## config.mk

```make
export PLATFORM = sky130hd
export DESIGN_NAME = qn_root_stage
export DESIGN_NICKNAME = d
export VERILOG_FILES = /design/src/hdl/qn_pkg.sv /design/src/hdl/qn_root_stage.sv
export SDC_FILE = /design/constraint.sdc
export NUM_CORES = 2
export LEC_CHECK = 0
export BUFFER_PORTS_ARGS = -buffer_cell sky130_fd_sc_hd__clkbuf_2
export CORE_AREA = 5 5 699 701
export CTS_BUF_LIST = sky130_fd_sc_hd__clkbuf_8
export DETAILED_ROUTE_END_ITERATION = 6
export DIE_AREA = 0 0 704 706
export SLEW_MARGIN = 25
export SYNTH_ARGS = -nofsm -noshare
export SYNTH_HDL_FRONTEND = slang
export SYNTH_SLANG_ARGS = --single-unit
export TNS_END_PERCENT = 20
```

## constraint.sdc

```tcl
create_clock -name clk -period 13.6 [get_ports clk]
set_clock_uncertainty 0.1 [all_clocks]
set_input_delay 2.04 -clock clk [delete_from_list [all_inputs] [get_ports clk]]
set_output_delay 2.04 -clock clk [all_outputs]
set_load 0.02 [all_outputs]
```

## src/hdl/qn_pkg.sv

```systemverilog
`timescale 1ns / 1ps

package qn_pkg;

  localparam int COMP_WIDTH = 16;
  localparam int FRAC_BITS  = 14;
  localparam int LANES      = 4;

  localparam int SQ_W  = 2 * COMP_WIDTH;
  localparam int SUM_W = SQ_W + 2;
  // room for n^2*S, the cross term and the shifted S while testing a bit
  localparam int ACC_W = SUM_W + 2 * FRAC_BITS + 2;
  localparam int ROOT_W = FRAC_BITS + 1;

  // one item in flight through the square root chain
  typedef struct packed {
    logic                               vld;
    logic                               zero;
    logic [LANES-1:0]                   neg;
    logic [LANES-1:0][ACC_W-1:0]        rr;   // mag^2 << 2F
    logic [LANES-1:0][ACC_W-1:0]        pp;   // n^2 * S
    logic [LANES-1:0][ACC_W-1:0]        tt;   // n * S << (b+1)
    logic [ACC_W-1:0]                   qq;   // S << 2b
    logic [LANES-1:0][ROOT_W-1:0]       nn;
  } qn_iter_t;

endpackage

```

## src/hdl/qn_root_stage.sv

```systemverilog
`timescale 1ns / 1ps

module qn_root_stage
  import qn_pkg::*;
(
  input  logic     clk,
  input  logic     rst_n,
  input  qn_iter_t stg_i,
  output qn_iter_t stg_o
);

  qn_iter_t stg_nxt;
  qn_iter_t stg_r;

  logic [LANES-1:0][ACC_W-1:0] cand;
  logic [LANES-1:0][ACC_W-1:0] tsum;
  logic [LANES-1:0]            take;

  // decide one result bit in every lane: (n + 2^b)^2 S <= mag^2 2^2F
  always_comb begin
    stg_nxt = stg_i;
    for (int i = 0; i < LANES; i++) begin
      cand[i] = stg_i.pp[i] + stg_i.tt[i] + stg_i.qq;
      take[i] = (cand[i] <= stg_i.rr[i]);
      tsum[i] = take[i] ? (stg_i.tt[i] + (stg_i.qq << 1)) : stg_i.tt[i];
      stg_nxt.pp[i] = take[i] ? cand[i] : stg_i.pp[i];
      stg_nxt.tt[i] = tsum[i] >> 1;
      stg_nxt.nn[i] = {stg_i.nn[i][ROOT_W-2:0], take[i]};
    end
    stg_nxt.qq = stg_i.qq >> 2;
  end

  always_ff @(posedge clk) begin
    if (!rst_n) begin
      stg_r.vld <= 1'b0;
    end else begin
      stg_r.vld <= stg_nxt.vld;
    end
  end

  always_ff @(posedge clk) begin
    stg_r.zero <= stg_nxt.zero;
    stg_r.neg  <= stg_nxt.neg;
    stg_r.rr   <= stg_nxt.rr;
    stg_r.pp   <= stg_nxt.pp;
    stg_r.tt   <= stg_nxt.tt;
    stg_r.qq   <= stg_nxt.qq;
    stg_r.nn   <= stg_nxt.nn;
  end

  assign stg_o = stg_r;

endmodule

```

==> flow_metrics.env <==
export IMPL_antenna_found_initial=226
export IMPL_synth_area_um2=63400
export IMPL_avgSynthCellArea_um2=8.70
export IMPL_maxCapViolCount=0
export IMPL_rows=255
export IMPL_cts_htree_levels=4
export IMPL_yosys_warnings=0
export IMPL_pre_cts_ws_ns=2.06
export IMPL_placed_cells=15400
export IMPL_critPathLaunchType="primary input"
export IMPL_cp_max_fo=30
export IMPL_arrival_ns=11.38
export IMPL_cp_end_kind="flop"
export IMPL_min_period_ns=10.66
export IMPL_rsz0062_at_grt="false"
export IMPL_fin_util=0.177
export IMPL_cts_tree="yes"
export IMPL_finalNetCount=11100
export IMPL_power_density_nw_per_um2=199
export IMPL_seq_area_frac_synth=0.281
export IMPL_min_from="stg_i[698]"
export IMPL_ys_flop_type="dfxtp_1"
export IMPL_layout_drive_gt1_share=0.264
export IMPL_grt_total_usage=0.199
export IMPL_ys_types=92
export IMPL_cts_buffers=191
export IMPL_largest_register_ffs=892
export IMPL_die_y_um=706
export IMPL_clockRootBuffer="clkbuf_8"
export IMPL_final_cell_mix="clkbuf_2 (1787), dfxtp_1 (892), nand2_1 (813)"
export IMPL_relSlewSlack=0.121
export IMPL_cts_num_sinks=892
export IMPL_final_common_cell="clkbuf_2"
export IMPL_drc_errors=0
export IMPL_io_pins=1798
export IMPL_vias_per_cell=4.23
export IMPL_post_dp_hpwl_um=465000
export IMPL_ys_ff_latch=892
export IMPL_cp_required_ns=14.32
export IMPL_grt_pass1_vias=62800
export IMPL_crit_top_cell="buf_4"
export IMPL_place_gp_congestion=0.997
export IMPL_setup_ws_ns=2.94
export IMPL_routed_wl_um=519000
export IMPL_vdd_ir_drop_max_mv=0.182
export IMPL_drt_pass1_iterations=6
export IMPL_die_area_um2=497000
export IMPL_drv_slew=0
export IMPL_io_buffers=1787
export IMPL_cts_setup_buffers=0
export IMPL_max_freq_ghz=0.0938
export IMPL_die_w_um=704
export IMPL_status="complete, no violations"
export IMPL_critical_path_slowest_cell="nor2_1"
export IMPL_clock_path_buffers=4
export IMPL_num_vias=66900
export IMPL_power_leakage_uw=0.0399
export IMPL_synth_edff_count=0
export IMPL_finalSetupViolCount=0
export IMPL_drtAntennaViolNets=0
export IMPL_initial_core_util=0.132
export IMPL_fin_tns_setup_ns=0
export IMPL_ys_async_sr_fraction=0
export IMPL_coreArea_um2=481000
export IMPL_instances_no_fill=15800
export IMPL_drtIter0Drc=6943
export IMPL_fin_crit_sh=0.784
export IMPL_cpPeakStageDelay_ns=0.83
export IMPL_hold_viol=0
export IMPL_cts_resized=0
export IMPL_grt_pass1_wl_um=653000
export IMPL_path_clk_slew_ns=0.06
export IMPL_wire_per_inst_um=32.8
export IMPL_crit_type="in2reg"
export IMPL_worst_slew_pin_slew_ns=1.30
export IMPL_area_delta_synth_final_pct=34.2
export IMPL_cp_startpoint="stg_i[61]"
export IMPL_synth_cells=7292
export IMPL_hold_path_class="in2reg"
export IMPL_grt_max_degree=151
export IMPL_overflow=0
export IMPL_hold_buffers=0
-- worst max-delay path, delay by kind of cell --
kind / cells / cell delay [ns]
compound gates: 8 / 2.60
simple gates: 6 / 2.50
buf+inv: 8 / 2.23
fa+ha+maj: 4 / 1.27
mux: 1 / 0.43
xor+xnor: 1 / 0.17
-- cells in the mapped netlist (191+ instances only) --
master / count / area [µm²]
fa_1: 260 / 5200
xnor2_1: 274 / 2400
dfxtp_1: 892 / 17900
clkbuf_1: 211 / 792
a21o_1: 412 / 3090
a21oi_1: 710 / 3550
inv_1: 434 / 1630
ha_1: 752 / 9410
xor2_1: 191 / 1670
nor2_1: 392 / 1470
nand2_1: 813 / 3050
o21ai_0: 478 / 2390
-- where the power goes --
group	switching, µW	internal, µW	leakage (µW)	total (µW)
clock	1560	1980	0.00233	3540
combinational	6540	2850	0.0301	9390
sequential	525	3520	0.00753	4050
total	8620	8350	0.0399	17000
-- routing by layer --
metal | share of wire | vias up | wire (µm) | GRT usage
met2 | 0.44 | 3490 | 227000 | 0.309
met4 | 0.043 | 120 | 22200 | 0.0722
met5 | 0.0015 | - | 793 | 0
met1 | 0.39 | 32700 | 204000 | 0.236
li1 | - | 29800 | - | -
met3 | 0.13 | 777 | 65100 | 0.0966
-- layout make-up --
cell class | instances | area, µm²
antenna | 79 | 198
clock buffer | 232 | 3190
clock inverter | 111 | 1170
fill | 54800 | 396000
inverter | 437 | 1640
multi-input combinational | 5723 | 43100
sequential | 892 | 17900
tap | 6425 | 8040
timing repair buffer | 1910 | 9920
-- path summary, 6_finish.rpt --
check | to | slack [ns] | cells after the start
worst min-delay path | stg_o[698]$_DFF_P_ | 1.01 | 1
worst max-delay path | stg_o[621]$_DFF_P_ | 2.94 | 28
-- per-stage QoR --
| step | total power, µW | cell area, µm² | hold slack, ns |
|---|---|---|---|
| floorplan | 8970 | 63500 | 1.97 |
| global placement | 13500 | 80500 | 2.04 |
| detailed placement | 13500 | 80500 | 2.04 |
| CTS | 17200 | 84900 | 0.821 |
| global route | 17900 | 85000 | 0.886 |
| finish | 17000 | 85100 | 1.01 |
-- cells by family after synthesis --
| logic type | synth area share |
|---|---|
| AOI/OAI and AO/OA | 0.216 |
| xor gates and xnor gates | 0.0646 |
| adders and majority gates | 0.230 |
| buffers and inverters | 0.0408 |
| DFF | 0.281 |
| muxes | 0.0292 |
| other | 0.0000591 |
| and+or+nand+nor | 0.137 |
Note: power is estimated with default switching activity, not from simulation.
